===== config.mk =====
export PLATFORM = sky130hd
export DESIGN_NAME = filtered_magnetic_angle_unit_flat
export DESIGN_NICKNAME = d
export VERILOG_FILES = /design/src/hw/rtl/fma_pkg.sv /design/src/hw/rtl/fma_ifs.sv /design/src/hw/rtl/fma_front.sv /design/src/hw/rtl/fma_queue.sv /design/src/hw/rtl/fma_back.sv /design/src/hw/rtl/filtered_magnetic_angle_unit.sv /design/src/flat_wrapper.sv
export SDC_FILE = /design/constraint.sdc
export NUM_CORES = 2
export LEC_CHECK = 0
export BUFFER_PORTS_ARGS = -buffer_cell sky130_fd_sc_hd__buf_2
export CORE_AREA = 4 4 301 303
export CTS_CLUSTER_DIAMETER = 100
export CTS_CLUSTER_SIZE = 24
export DETAILED_ROUTE_END_ITERATION = 10
export DIE_AREA = 0 0 305 307
export HOLD_SLACK_MARGIN = 0.15
export PLACE_DENSITY = 0.78
export SETUP_SLACK_MARGIN = 0.2
export SYNTH_ARGS = -nofsm -noshare
export SYNTH_HDL_FRONTEND = slang
export SYNTH_SLANG_ARGS = --single-unit
export TNS_END_PERCENT = 10

===== constraint.sdc =====
create_clock -name clock -period 12.6 [get_ports clock]
set_clock_uncertainty 0.2 [all_clocks]
set_input_delay 2.52 -clock clock [delete_from_list [all_inputs] [get_ports clock]]
set_output_delay 2.52 -clock clock [all_outputs]
set_load 0.1 [all_outputs]

===== src/hw/rtl/fma_pkg.sv =====
// ----------------------------------------------------------------------------
// fma_pkg: shared constants for the filtered magnetic angle unit
// Field widths, register reset value, angle format and the arctangent table.
// ----------------------------------------------------------------------------
package fma_pkg;

   // Field widths
   localparam int SAMPLE_W = 16;
   localparam int ANGLE_W  = 9;
   localparam int SHIFT_W  = 4;

   // Filter shift register
   localparam logic [SHIFT_W-1:0] SHIFT_RESET = 4'd5;
   localparam logic [SHIFT_W-1:0] SHIFT_MAX   = 4'd8;

   // Angle accumulator: degrees in units of 2^-ANG_FRAC
   localparam int ANG_FRAC = 24;
   localparam int ACC_W    = 35;
   localparam logic [ACC_W-1:0] HALF_TURN  = ACC_W'(180) << ANG_FRAC;
   localparam logic [ACC_W-1:0] FULL_TURN  = ACC_W'(360) << ANG_FRAC;
   localparam logic [ACC_W-1:0] ROUND_HALF = ACC_W'(1) << (ANG_FRAC - 1);
   localparam logic [ANGLE_W-1:0] DEG_FULL = 9'd360;

   // atan(2^-i) in degrees, rounded to 2^-24 degree
   localparam int TBL_LEN   = 24;
   localparam int TBL_IDX_W = 5;
   localparam logic [31:0] ATAN_DEG_Q24 [TBL_LEN] = '{
      32'd754974720, 32'd445687602, 32'd235489088, 32'd119537938,
      32'd60000934,  32'd30029717,  32'd15018523,  32'd7509720,
      32'd3754917,   32'd1877466,   32'd938734,    32'd469367,
      32'd234684,    32'd117342,    32'd58671,     32'd29335,
      32'd14668,     32'd7334,      32'd3667,      32'd1833,
      32'd917,       32'd458,       32'd229,       32'd115
   };

endpackage


===== src/hw/rtl/fma_ifs.sv =====
// ----------------------------------------------------------------------------
// fma channel interfaces
// Valid/ready channels for samples, results and the filter shift register.
// ----------------------------------------------------------------------------

// Raw three-axis sample
interface fma_req_if;
   logic                                valid;
   logic                                ready;
   logic signed [fma_pkg::SAMPLE_W-1:0] sample_x;
   logic signed [fma_pkg::SAMPLE_W-1:0] sample_y;
   logic signed [fma_pkg::SAMPLE_W-1:0] sample_z;
   modport source (output valid, sample_x, sample_y, sample_z, input ready);
   modport sink   (input valid, sample_x, sample_y, sample_z, output ready);
endinterface

// Filtered axes and heading
interface fma_rsp_if;
   logic                                valid;
   logic                                ready;
   logic        [fma_pkg::ANGLE_W-1:0]  angle_degrees;
   logic signed [fma_pkg::SAMPLE_W-1:0] filtered_x;
   logic signed [fma_pkg::SAMPLE_W-1:0] filtered_y;
   logic signed [fma_pkg::SAMPLE_W-1:0] filtered_z;
   modport source (output valid, angle_degrees, filtered_x, filtered_y, filtered_z,
                   input ready);
   modport sink   (input valid, angle_degrees, filtered_x, filtered_y, filtered_z,
                   output ready);
endinterface

// Filter shift register write
interface fma_csr_if;
   logic                               valid;
   logic                               ready;
   logic [fma_pkg::SHIFT_W-1:0]        filter_shift;
   modport source (output valid, filter_shift, input ready);
   modport sink   (input valid, filter_shift, output ready);
endinterface


===== src/hw/rtl/fma_front.sv =====
// ----------------------------------------------------------------------------
// fma_front: sample intake and low-pass filter
// Holds the filter shift register and the three filter states; each sample
// transfer updates the states and pushes the new values into the queue.
// ----------------------------------------------------------------------------
module fma_front #(
   parameter int FRAC_BITS = 16
) (
   input  logic                                  clock,
   input  logic                                  reset,
   // sample channel
   input  logic                                  req_valid,
   output logic                                  req_ready,
   input  logic signed [fma_pkg::SAMPLE_W-1:0]   sample_x,
   input  logic signed [fma_pkg::SAMPLE_W-1:0]   sample_y,
   input  logic signed [fma_pkg::SAMPLE_W-1:0]   sample_z,
   // register write
   input  logic                                  csr_valid,
   output logic                                  csr_ready,
   input  logic        [fma_pkg::SHIFT_W-1:0]    csr_shift,
   // queue push: {avg_x, avg_y, integer z}
   output logic                                  push_valid,
   input  logic                                  push_ready,
   output logic [2*(fma_pkg::SAMPLE_W+FRAC_BITS)+fma_pkg::SAMPLE_W-1:0] push_data
);

   localparam int AVG_W = fma_pkg::SAMPLE_W + FRAC_BITS;

   logic [fma_pkg::SHIFT_W-1:0] shift_ff, shift_in;
   logic [fma_pkg::SHIFT_W-1:0] shift_eff;
   logic signed [AVG_W-1:0]     avg_x_ff, avg_x_in;
   logic signed [AVG_W-1:0]     avg_y_ff, avg_y_in;
   logic signed [AVG_W-1:0]     avg_z_ff, avg_z_in;
   logic signed [AVG_W-1:0]     next_x, next_y, next_z;
   logic                        take;

   // One filter step: avg + ((sample << FRAC) - avg) >>> shift
   function automatic logic signed [AVG_W-1:0] smooth(
      input logic signed [AVG_W-1:0]            avg,
      input logic signed [fma_pkg::SAMPLE_W-1:0] sample,
      input logic [fma_pkg::SHIFT_W-1:0]         sh
   );
      logic signed [AVG_W:0] target;
      logic signed [AVG_W:0] diff;
      logic signed [AVG_W:0] step;
      logic signed [AVG_W:0] sum;
      target = {sample[fma_pkg::SAMPLE_W-1], sample, {FRAC_BITS{1'b0}}};
      diff   = target - {avg[AVG_W-1], avg};
      // shift on its own so it stays arithmetic
      step   = diff >>> sh;
      sum    = {avg[AVG_W-1], avg} + step;
      return sum[AVG_W-1:0];
   endfunction

   assign csr_ready  = 1'b1;
   assign req_ready  = push_ready;
   assign push_valid = req_valid;
   assign take       = req_valid && push_ready;

   // Shift values above the range act as the maximum
   assign shift_eff = (shift_ff > fma_pkg::SHIFT_MAX) ? fma_pkg::SHIFT_MAX : shift_ff;

   assign next_x = smooth(avg_x_ff, sample_x, shift_eff);
   assign next_y = smooth(avg_y_ff, sample_y, shift_eff);
   assign next_z = smooth(avg_z_ff, sample_z, shift_eff);

   assign push_data = {next_x, next_y, next_z[AVG_W-1:FRAC_BITS]};

   // Next state
   always_comb begin
      shift_in = csr_valid ? csr_shift : shift_ff;
      avg_x_in = take ? next_x : avg_x_ff;
      avg_y_in = take ? next_y : avg_y_ff;
      avg_z_in = take ? next_z : avg_z_ff;
   end

   always_ff @(posedge clock) begin
      if (reset) begin
         shift_ff <= fma_pkg::SHIFT_RESET;
         avg_x_ff <= '0;
         avg_y_ff <= '0;
         avg_z_ff <= '0;
      end else begin
         shift_ff <= shift_in;
         avg_x_ff <= avg_x_in;
         avg_y_ff <= avg_y_in;
         avg_z_ff <= avg_z_in;
      end
   end

endmodule


===== src/hw/rtl/fma_queue.sv =====
// ----------------------------------------------------------------------------
// fma_queue: small register FIFO between intake and angle engine
// Lets the filter take samples while the CORDIC is still busy.
// ----------------------------------------------------------------------------
module fma_queue #(
   parameter int WIDTH = 80,
   parameter int DEPTH = 2
) (
   input  logic             clock,
   input  logic             reset,
   input  logic             push_valid,
   output logic             push_ready,
   input  logic [WIDTH-1:0] push_data,
   output logic             pop_valid,
   input  logic             pop_ready,
   output logic [WIDTH-1:0] pop_data
);

   localparam int PTR_W = (DEPTH > 1) ? $clog2(DEPTH) : 1;
   localparam int CNT_W = $clog2(DEPTH + 1);

   logic [WIDTH-1:0] slot_ff [DEPTH];
   logic [PTR_W-1:0] wr_ptr_ff, wr_ptr_in;
   logic [PTR_W-1:0] rd_ptr_ff, rd_ptr_in;
   logic [CNT_W-1:0] count_ff, count_in;
   logic             push, pop;

   assign push_ready = (count_ff != CNT_W'(DEPTH));
   assign pop_valid  = (count_ff != '0);
   assign pop_data   = slot_ff[rd_ptr_ff];
   assign push       = push_valid && push_ready;
   assign pop        = pop_valid && pop_ready;

   // Pointer and fill count
   always_comb begin
      wr_ptr_in = wr_ptr_ff;
      rd_ptr_in = rd_ptr_ff;
      count_in  = count_ff;
      if (push) begin
         wr_ptr_in = (wr_ptr_ff == PTR_W'(DEPTH - 1)) ? '0 : wr_ptr_ff + 1'b1;
      end
      if (pop) begin
         rd_ptr_in = (rd_ptr_ff == PTR_W'(DEPTH - 1)) ? '0 : rd_ptr_ff + 1'b1;
      end
      if (push && !pop) begin
         count_in = count_ff + 1'b1;
      end else if (pop && !push) begin
         count_in = count_ff - 1'b1;
      end
   end

   always_ff @(posedge clock) begin
      if (reset) begin
         wr_ptr_ff <= '0;
         rd_ptr_ff <= '0;
         count_ff  <= '0;
      end else begin
         wr_ptr_ff <= wr_ptr_in;
         rd_ptr_ff <= rd_ptr_in;
         count_ff  <= count_in;
      end
   end

   // Storage
   always_ff @(posedge clock) begin
      if (push) begin
         slot_ff[wr_ptr_ff] <= push_data;
      end
   end

   // Fill count never passes the depth
   a_count_bound: assert property (@(posedge clock) disable iff (reset)
      count_ff <= CNT_W'(DEPTH))
      else $error("fma_queue: fill count above depth");

   // Pointers meet whenever the queue is empty or full
   a_ptr_match: assert property (@(posedge clock) disable iff (reset)
      (count_ff == '0 || count_ff == CNT_W'(DEPTH)) |-> (wr_ptr_ff == rd_ptr_ff))
      else $error("fma_queue: pointers disagree with fill count");

endmodule


===== src/hw/rtl/fma_back.sv =====
// ----------------------------------------------------------------------------
// fma_back: iterative CORDIC heading engine
// Pops filtered states, runs vectoring CORDIC one micro-rotation per cycle,
// rounds the angle to whole degrees and holds the result in an output register.
// ----------------------------------------------------------------------------
module fma_back #(
   parameter int FRAC_BITS    = 16,
   parameter int CORDIC_STEPS = 16
) (
   input  logic                                  clock,
   input  logic                                  reset,
   // queue pop: {avg_x, avg_y, integer z}
   input  logic                                  pop_valid,
   output logic                                  pop_ready,
   input  logic [2*(fma_pkg::SAMPLE_W+FRAC_BITS)+fma_pkg::SAMPLE_W-1:0] pop_data,
   // result channel
   output logic                                  rsp_valid,
   input  logic                                  rsp_ready,
   output logic        [fma_pkg::ANGLE_W-1:0]    angle_degrees,
   output logic signed [fma_pkg::SAMPLE_W-1:0]   filtered_x,
   output logic signed [fma_pkg::SAMPLE_W-1:0]   filtered_y,
   output logic signed [fma_pkg::SAMPLE_W-1:0]   filtered_z
);

   localparam int AVG_W = fma_pkg::SAMPLE_W + FRAC_BITS;
   // headroom for negation and CORDIC gain
   localparam int XW    = AVG_W + 3;
   localparam int SW    = fma_pkg::SAMPLE_W;
   localparam int AW    = fma_pkg::ACC_W;
   localparam int IW    = fma_pkg::TBL_IDX_W;

   typedef enum logic [2:0] {
      ST_IDLE  = 3'b001,
      ST_ROT   = 3'b010,
      ST_ROUND = 3'b100
   } back_state_type;

   back_state_type          state_ff, state_in;
   logic signed [XW-1:0]    x_ff, x_in;
   logic signed [XW-1:0]    y_ff, y_in;
   logic [AW-1:0]           acc_ff, acc_in;
   logic [IW-1:0]           step_ff, step_in;
   logic                    zero_ff, zero_in;
   logic [SW-1:0]           ix_ff, ix_in, iy_ff, iy_in, iz_ff, iz_in;
   logic                    out_valid_ff, out_valid_in;
   logic [fma_pkg::ANGLE_W-1:0] angle_ff, angle_in;
   logic [SW-1:0]           fx_ff, fx_in, fy_ff, fy_in, fz_ff, fz_in;

   logic signed [AVG_W-1:0] ld_x, ld_y;
   logic signed [XW-1:0]    ext_x, ext_y;
   logic signed [XW-1:0]    dx, dy;
   logic [AW-1:0]           atan_step;
   logic [AW-1:0]           acc_wrap, acc_rnd;
   logic [fma_pkg::ANGLE_W-1:0] deg;
   logic                    slot_free;
   logic                    last_step;

   assign ld_x  = pop_data[2*AVG_W+SW-1 -: AVG_W];
   assign ld_y  = pop_data[AVG_W+SW-1 -: AVG_W];
   assign ext_x = {{(XW-AVG_W){ld_x[AVG_W-1]}}, ld_x};
   assign ext_y = {{(XW-AVG_W){ld_y[AVG_W-1]}}, ld_y};

   assign pop_ready = (state_ff == ST_IDLE);
   assign slot_free = !out_valid_ff || rsp_ready;
   assign last_step = (step_ff == IW'(CORDIC_STEPS - 1));

   // Micro-rotation datapath
   assign dx        = y_ff >>> step_ff;
   assign dy        = x_ff >>> step_ff;
   assign atan_step = AW'(fma_pkg::ATAN_DEG_Q24[step_ff]);

   // Wrap into one turn, round half up, full turn reads as zero
   assign acc_wrap = acc_ff[AW-1] ? acc_ff + fma_pkg::FULL_TURN : acc_ff;
   assign acc_rnd  = acc_wrap + fma_pkg::ROUND_HALF;
   assign deg      = acc_rnd[fma_pkg::ANG_FRAC +: fma_pkg::ANGLE_W];

   // Sequencer
   always_comb begin
      state_in     = state_ff;
      x_in         = x_ff;
      y_in         = y_ff;
      acc_in       = acc_ff;
      step_in      = step_ff;
      zero_in      = zero_ff;
      ix_in        = ix_ff;
      iy_in        = iy_ff;
      iz_in        = iz_ff;
      out_valid_in = out_valid_ff && !rsp_ready;
      angle_in     = angle_ff;
      fx_in        = fx_ff;
      fy_in        = fy_ff;
      fz_in        = fz_ff;
      unique case (state_ff)
         ST_IDLE: begin
            if (pop_valid) begin
               // left half plane is turned by 180 degrees first
               if (ld_x[AVG_W-1]) begin
                  x_in   = -ext_x;
                  y_in   = -ext_y;
                  acc_in = fma_pkg::HALF_TURN;
               end else begin
                  x_in   = ext_x;
                  y_in   = ext_y;
                  acc_in = '0;
               end
               zero_in  = (ld_x == '0) && (ld_y == '0);
               ix_in    = ld_x[AVG_W-1:FRAC_BITS];
               iy_in    = ld_y[AVG_W-1:FRAC_BITS];
               iz_in    = pop_data[SW-1:0];
               step_in  = '0;
               state_in = ST_ROT;
            end
         end
         ST_ROT: begin
            if (!y_ff[XW-1]) begin
               x_in   = x_ff + dx;
               y_in   = y_ff - dy;
               acc_in = acc_ff + atan_step;
            end else begin
               x_in   = x_ff - dx;
               y_in   = y_ff + dy;
               acc_in = acc_ff - atan_step;
            end
            step_in = step_ff + 1'b1;
            if (last_step) begin
               state_in = ST_ROUND;
            end
         end
         ST_ROUND: begin
            if (slot_free) begin
               out_valid_in = 1'b1;
               if (zero_ff || deg >= fma_pkg::DEG_FULL) begin
                  angle_in = '0;
               end else begin
                  angle_in = deg;
               end
               fx_in    = ix_ff;
               fy_in    = iy_ff;
               fz_in    = iz_ff;
               state_in = ST_IDLE;
            end
         end
         default: begin
            state_in = ST_IDLE;
         end
      endcase
   end

   // Control registers
   always_ff @(posedge clock) begin
      if (reset) begin
         state_ff     <= ST_IDLE;
         out_valid_ff <= 1'b0;
      end else begin
         state_ff     <= state_in;
         out_valid_ff <= out_valid_in;
      end
   end

   // Datapath registers
   always_ff @(posedge clock) begin
      x_ff     <= x_in;
      y_ff     <= y_in;
      acc_ff   <= acc_in;
      step_ff  <= step_in;
      zero_ff  <= zero_in;
      ix_ff    <= ix_in;
      iy_ff    <= iy_in;
      iz_ff    <= iz_in;
      angle_ff <= angle_in;
      fx_ff    <= fx_in;
      fy_ff    <= fy_in;
      fz_ff    <= fz_in;
   end

   assign rsp_valid     = out_valid_ff;
   assign angle_degrees = angle_ff;
   assign filtered_x    = fx_ff;
   assign filtered_y    = fy_ff;
   assign filtered_z    = fz_ff;

   // Reported heading always within one turn
   a_angle_range: assert property (@(posedge clock) disable iff (reset)
      out_valid_ff |-> (angle_ff < fma_pkg::DEG_FULL))
      else $error("fma_back: angle out of range");

   // Step counter never runs past the last micro-rotation
   a_step_bound: assert property (@(posedge clock) disable iff (reset)
      (state_ff == ST_ROT) |-> (step_ff <= IW'(CORDIC_STEPS - 1)))
      else $error("fma_back: CORDIC step past end");

   // A finished rotation lands in the output register
   a_round_out: assert property (@(posedge clock) disable iff (reset)
      (state_ff == ST_ROUND && slot_free) |=> (out_valid_ff && state_ff == ST_IDLE))
      else $error("fma_back: rounded result not delivered");

endmodule


===== src/hw/rtl/filtered_magnetic_angle_unit.sv =====
// ----------------------------------------------------------------------------
// filtered_magnetic_angle_unit: smoothed three-axis field and heading
// Low-pass filters each sample axis and reports the filtered axes together
// with atan2(y, x) in whole degrees.
// ----------------------------------------------------------------------------
// Each sample transfer updates three exponential filters (state Q16.FRAC_BITS,
// step (sample - avg) >>> filter_shift, shift values above 8 act as 8) and
// produces exactly one result. The heading comes from a single iterative
// CORDIC unit that does one micro-rotation per clock: each sample is loaded,
// rotated CORDIC_STEPS times and rounded, and the unit takes no new sample
// until the last one is rounded. A two-entry queue between the filter and
// the CORDIC lets samples be taken while an angle is computed, and the
// output register lets the CORDIC move on while a result waits.
// The filter_shift register resets to 5 and is written through csr_chan.
module filtered_magnetic_angle_unit #(
   parameter int CORDIC_STEPS = 16,
   parameter int FRAC_BITS    = 16
) (
   input logic clock,
   input logic reset,
   fma_req_if.sink   req_chan,
   fma_rsp_if.source rsp_chan,
   fma_csr_if.sink   csr_chan
);

   localparam int AVG_W   = fma_pkg::SAMPLE_W + FRAC_BITS;
   localparam int QUEUE_W = 2 * AVG_W + fma_pkg::SAMPLE_W;

   logic               push_valid, push_ready;
   logic [QUEUE_W-1:0] push_data;
   logic               pop_valid, pop_ready;
   logic [QUEUE_W-1:0] pop_data;

   // Intake and filter
   fma_front #(
      .FRAC_BITS (FRAC_BITS)
   ) u_front (
      .clock      (clock),
      .reset      (reset),
      .req_valid  (req_chan.valid),
      .req_ready  (req_chan.ready),
      .sample_x   (req_chan.sample_x),
      .sample_y   (req_chan.sample_y),
      .sample_z   (req_chan.sample_z),
      .csr_valid  (csr_chan.valid),
      .csr_ready  (csr_chan.ready),
      .csr_shift  (csr_chan.filter_shift),
      .push_valid (push_valid),
      .push_ready (push_ready),
      .push_data  (push_data)
   );

   // Decoupling queue
   fma_queue #(
      .WIDTH (QUEUE_W),
      .DEPTH (2)
   ) u_queue (
      .clock      (clock),
      .reset      (reset),
      .push_valid (push_valid),
      .push_ready (push_ready),
      .push_data  (push_data),
      .pop_valid  (pop_valid),
      .pop_ready  (pop_ready),
      .pop_data   (pop_data)
   );

   // Heading engine
   fma_back #(
      .FRAC_BITS    (FRAC_BITS),
      .CORDIC_STEPS (CORDIC_STEPS)
   ) u_back (
      .clock         (clock),
      .reset         (reset),
      .pop_valid     (pop_valid),
      .pop_ready     (pop_ready),
      .pop_data      (pop_data),
      .rsp_valid     (rsp_chan.valid),
      .rsp_ready     (rsp_chan.ready),
      .angle_degrees (rsp_chan.angle_degrees),
      .filtered_x    (rsp_chan.filtered_x),
      .filtered_y    (rsp_chan.filtered_y),
      .filtered_z    (rsp_chan.filtered_z)
   );

endmodule

===== src/flat_wrapper.sv =====
// flat-port wrapper written by rule: the top's interface ports become plain ports
module filtered_magnetic_angle_unit_flat 
#(
   parameter int CORDIC_STEPS = 16,
   parameter int FRAC_BITS    = 16
)
  (clock, reset, req_chan_valid, req_chan_sample_x, req_chan_sample_y, req_chan_sample_z, req_chan_ready, rsp_chan_valid, rsp_chan_angle_degrees, rsp_chan_filtered_x, rsp_chan_filtered_y, rsp_chan_filtered_z, rsp_chan_ready, csr_chan_valid, csr_chan_filter_shift, csr_chan_ready);
  fma_req_if req_chan_i ();
  fma_rsp_if rsp_chan_i ();
  fma_csr_if csr_chan_i ();
  input logic clock;
  input logic reset;
  input wire logic [$bits(req_chan_i.valid)-1:0] req_chan_valid;
  input wire logic [$bits(req_chan_i.sample_x)-1:0] req_chan_sample_x;
  input wire logic [$bits(req_chan_i.sample_y)-1:0] req_chan_sample_y;
  input wire logic [$bits(req_chan_i.sample_z)-1:0] req_chan_sample_z;
  output wire logic [$bits(req_chan_i.ready)-1:0] req_chan_ready;
  output wire logic [$bits(rsp_chan_i.valid)-1:0] rsp_chan_valid;
  output wire logic [$bits(rsp_chan_i.angle_degrees)-1:0] rsp_chan_angle_degrees;
  output wire logic [$bits(rsp_chan_i.filtered_x)-1:0] rsp_chan_filtered_x;
  output wire logic [$bits(rsp_chan_i.filtered_y)-1:0] rsp_chan_filtered_y;
  output wire logic [$bits(rsp_chan_i.filtered_z)-1:0] rsp_chan_filtered_z;
  input wire logic [$bits(rsp_chan_i.ready)-1:0] rsp_chan_ready;
  input wire logic [$bits(csr_chan_i.valid)-1:0] csr_chan_valid;
  input wire logic [$bits(csr_chan_i.filter_shift)-1:0] csr_chan_filter_shift;
  output wire logic [$bits(csr_chan_i.ready)-1:0] csr_chan_ready;
  assign req_chan_i.valid = req_chan_valid;
  assign req_chan_i.sample_x = req_chan_sample_x;
  assign req_chan_i.sample_y = req_chan_sample_y;
  assign req_chan_i.sample_z = req_chan_sample_z;
  assign req_chan_ready = req_chan_i.ready;
  assign rsp_chan_valid = rsp_chan_i.valid;
  assign rsp_chan_angle_degrees = rsp_chan_i.angle_degrees;
  assign rsp_chan_filtered_x = rsp_chan_i.filtered_x;
  assign rsp_chan_filtered_y = rsp_chan_i.filtered_y;
  assign rsp_chan_filtered_z = rsp_chan_i.filtered_z;
  assign rsp_chan_i.ready = rsp_chan_ready;
  assign csr_chan_i.valid = csr_chan_valid;
  assign csr_chan_i.filter_shift = csr_chan_filter_shift;
  assign csr_chan_ready = csr_chan_i.ready;
  filtered_magnetic_angle_unit #(.CORDIC_STEPS(CORDIC_STEPS), .FRAC_BITS(FRAC_BITS)) u_core (.clock(clock), .reset(reset), .req_chan(req_chan_i), .rsp_chan(rsp_chan_i), .csr_chan(csr_chan_i));
endmodule

==> qor.log <==
INFO  logic_synthesis synth_flop_cell=sky130_fd_sc_hd__edfxtp_1
INFO  critical_path  critical_path_sink_type=flop
INFO  sta            maximum_operating_frequency=127MHz
INFO  logic_synthesis ys_top_cells_by_count=579 x sky130_fd_sc_hd__nand2_1, 499 x sky130_fd_sc_hd__a21oi_1, 474 x sky130_fd_sc_hd__nor2_1
INFO  clock_network  cts_repair_resize_count=0
INFO  sta            setup-tns-final=0ns
INFO  logic_synthesis synth_area_leaders=sky130_fd_sc_hd__edfxtp_1 26%, sky130_fd_sc_hd__ha_1 7.8%, sky130_fd_sc_hd__a21oi_1 5.7%, sky130_fd_sc_hd__dfxtp_1 5.0%, sky130_fd_sc_hd__nand2_1 5.0%
INFO  clock_network  clkTransAtPathRegs=0.09ns
INFO  route          drtAntennaViolNets=0
INFO  critical_path  timing.reg2reg.setup_slack=4.76ns
INFO  die            floorplan.initialDensity=0.497
INFO  clock_network  clock_latency=0.67ns
INFO  route          drc=0
INFO  logic_synthesis synthesized_area_fraction_occupied_by_and_or_nand_nor_cells=0.165
INFO  logic_synthesis share_of_the_synthesized_area_in_the_top_cell_type=0.258
INFO  logic_synthesis synth-edff-count=376
INFO  critical_path  cp.required=12.74ns
INFO  clock_network  cts_tree=done
INFO  logic_synthesis synth_compound_area_frac=0.218
INFO  sta            finalHoldViolations=0
INFO  sta            post-route-period-util=0.623
INFO  critical_path  rr_endpoint=u_core.u_back.y_ff[34]
INFO  global_routing initial_antenna_violation_count=0
INFO  placement      gp_congestion=1.00
INFO  logic_synthesis synth_top_family_by_area=compound AO/OA/AOI/OAI gates
INFO  route          detailedRoute.firstPassIterationCount=9
INFO  die            floorplan.die.height=307um
INFO  layout         fin_nets=5303
INFO  die            io-pin-count=117
INFO  placement      post-dp-hpwl=92.5mm
INFO  die            die_area=93600um^2
INFO  global_routing grt_pass1_vias=36800
INFO  global_routing largest_net_degree_at_the_start_of_global_routing=83
INFO  global_routing groute.usage.overall=0.256
INFO  sta            max-slew-margin-rel=0.252
INFO  critical_path  worst_setup_ep=u_core.u_back.y_ff[34]
INFO  logic_synthesis post-synth-top-count-cell=sky130_fd_sc_hd__nand2_1
INFO  route          wire_length_after_detailed_routing=126mm
INFO  clock_network  cts_made_buffers=30
INFO  sta            rsz0062_at_grt=no
INFO  die            coreArea=88000um^2
INFO  sta            finalSetupViolations=0
INFO  logic_synthesis synth.distinct_cells=96
INFO  flow_run       drv_cap=0
INFO  critical_path  worstSetupPathType=flop to flop
INFO  logic_synthesis mappedNetlistArea=43700um^2
INFO  logic_synthesis ys_async_sr_fraction=0
INFO  clock_network  cts_max_path_buffers=3
INFO  logic_synthesis synth_adder_area_share=0.0812
INFO  logic_synthesis synth_warnings=0
INFO  global_routing first_pass_grt_wire_length=199mm
INFO  clock_network  cts.root.buffer_cell=sky130_fd_sc_hd__clkbuf_16
INFO  clock_network  post_cts_buffers=0
INFO  critical_path  worst_setup_path_startpoint=u_core.u_back.step_ff[1]
INFO  placement      buffer_ports.inserted=115
INFO  sta            timing.final.max_slew_violations=0
INFO  sta            minimum_clock_period_after_layout=7.84ns
INFO  logic_synthesis synth.avg_cell_area=8.61um^2
INFO  outcome        status=complete, no violations
INFO  layout         n_antenna_cell=0
INFO  layout         final_layout_size_suffix_gt1_frac=0.0888
INFO  critical_path  count_of_cells_along_the_worst_register_to_register_path=22
INFO  critical_path  crit_arrival=7.98ns
INFO  route          dr.first_iter.drc_count=4237
INFO  logic_synthesis synth.net_count=5413
INFO  logic_synthesis synthDominantAreaCellType=sky130_fd_sc_hd__edfxtp_1
INFO  sta            timing_worst_slew_pin_value=1.11ns
INFO  global_routing grt_remaining_overflow=0
INFO  critical_path  r2r_start=u_core.u_back.step_ff[1]
INFO  clock_network  postCtsHoldBufs=0
INFO  route          post_drt_via_cell_ratio=6.39
INFO  logic_synthesis yosys_register_bits=485
INFO  route          routed_wire_length_per_instance=20.5um
INFO  logic_synthesis yosys.area_share.xor_xnor=0.0781
INFO  critical_path  worstSetupStartpointType=flop
INFO  clock_network  numClockSinks=485
INFO  layout         areaGrowthSynthToFinish=5.06%
INFO  die            rows=109
INFO  logic_synthesis yosysSeqAreaShare=0.308
INFO  hold_path      hold_path.class=flop to flop
INFO  route          detailroute.via_count=39300
INFO  logic_synthesis syn_inst=5076
INFO  clock_network  cts_htree_levels=1
INFO  critical_path  crit_path_max_fanout=50
INFO  logic_synthesis synth.area.mux_share=0.107
INFO  die            dieWidth=305um
-- final cells by class --
class | count | area, um^2
clock buffers | 44 | 835
fillers | 8065 | 42000
flip-flops and latches | 485 | 13500
multi-input cells | 4141 | 28500
well taps | 1165 | 1460
clock inverters | 12 | 203
inverters | 146 | 548
repair buffers | 162 | 931
-- cells in the final DEF (no fill, tap or decap), drive strengths merged, types with 14 or more instances in the layout --
master  instances
nand2         581
a21oi         499
nor2          474
edfxtp        376
o21ai         371
ha            274
xnor2         241
mux2i         188
buf           162
xor2          149
inv           149
a21o          123
nor3          110
dfxtp         109
mux2           83
mux4           82
a31oi          77
a211oi         75
nand3          71
nand2b         50
and3           49
o21a           44
o211ai         44
clkbuf         44
nor2b          41
or3            39
and2           36
nor4           35
o21bai         33
o31ai          32
o22ai          31
nand4          28
a221oi         19
a31o           16
a311oi         16
nor3b          15
o31a           14
-- stage by stage --
stage / instances / util / setup WS (ns) / hold slack (ns) / instance area (um^2)
after floorplan: 5076 / - / 5.40 / 0.200 / 43700
after global placement: 6099 / 0.510 / 4.69 / 0.204 / 44900
after global routing: 6155 / 0.522 / 4.17 / 0.231 / 45900
after CTS: 6155 / 0.522 / 4.91 / 0.227 / 45900
final: 6155 / 0.522 / 4.76 / 0.227 / 45900
after detailed placement: 6099 / 0.510 / 4.53 / 0.205 / 44900
-- logic make-up (layout without fill, tap and decap cells) --
kind of cell / count (synthesis) / count (layout)
muxes: 353 / 353
and+or+nand+nor: 1584 / 1584
buffers and inverters: 450 / 364
DFF: 485 / 485
adders and majority gates: 280 / 280
xor gates and xnor gates: 390 / 390
other: 1 / 1
AOI/OAI and AO/OA: 1533 / 1533
-- how the worst min path moves through the flow --
stage	endpoint	slack, ns	startpoint	depth (start not counted)
2_1_floorplan	u_core.u_back.filtered_x[0]	0.20	u_core.u_back.ix_ff[0]	0
3_3_place_gp	u_core.u_back.filtered_z[14]	0.20	u_core.u_back.iz_ff[14]	0
3_5_place_dp	u_core.u_back.filtered_x[13]	0.20	u_core.u_back.ix_ff[13]	0
4_1_cts	u_core.u_back.filtered_x[13]	0.23	u_core.u_back.ix_ff[13]	0
5_1_grt	u_core.u_back.filtered_y[0]	0.23	u_core.u_back.iy_ff[0]	0
6_report	u_core.u_back.filtered_x[11]	0.23	u_core.u_back.ix_ff[11]	0
-- routing by layer --
layer	vias up	GRT usage	share of wire
met5	-	0	0
met4	0	0.122	0.056
met2	1796	0.424	0.46
li1	18600	-	-
met3	406	0.0311	0.074
met1	18600	0.335	0.41
-- state kept, by name (all words and copies together), names as in the netlist, 4 cells and up, named ones only --
register,flops
u_core.u_back.ix_ff,16
u_core.u_back.angle_degrees,9
u_core.u_back.y_ff,35
u_core.u_front.avg_y_ff,32
u_core.u_back.filtered_y,16
u_core.u_back.filtered_z,16
u_core.u_front.avg_x_ff,32
u_core.u_back.acc_ff,35
u_core.u_queue.slot_ff,160
u_core.u_back.iy_ff,16
u_core.u_front.shift_ff,4
u_core.u_back.x_ff,35
u_core.u_back.iz_ff,16
u_core.u_front.avg_z_ff,32
u_core.u_back.step_ff,5
u_core.u_back.filtered_x,16
-- worst max-delay path, cell delays in order, from the launching register on --
cell                       delay, ns
sky130_fd_sc_hd__edfxtp_1       0.72
sky130_fd_sc_hd__buf_4          0.66
sky130_fd_sc_hd__mux4_2         0.60
sky130_fd_sc_hd__mux2i_1        0.30
sky130_fd_sc_hd__o22ai_1        0.14
sky130_fd_sc_hd__a21oi_1        0.43
sky130_fd_sc_hd__nand4_1        0.25
sky130_fd_sc_hd__or4_1          0.68
sky130_fd_sc_hd__nor3_1         0.54
sky130_fd_sc_hd__a31oi_1        0.19
sky130_fd_sc_hd__xnor2_1        0.19
sky130_fd_sc_hd__ha_1           0.39
sky130_fd_sc_hd__a21o_1         0.24
sky130_fd_sc_hd__a21o_1         0.18
sky130_fd_sc_hd__a21o_1         0.17
sky130_fd_sc_hd__a221o_1        0.26
sky130_fd_sc_hd__a41oi_1        0.37
sky130_fd_sc_hd__o21ai_0        0.21
sky130_fd_sc_hd__nand2_1        0.16
sky130_fd_sc_hd__nor2_1         0.08
sky130_fd_sc_hd__o31ai_1        0.31
sky130_fd_sc_hd__xnor2_1        0.16
sky130_fd_sc_hd__a21oi_1        0.08
Power is left out: the tool's default activity adds up to more than one toggle a clock period on the data nets, which glitch-free logic cannot reach.
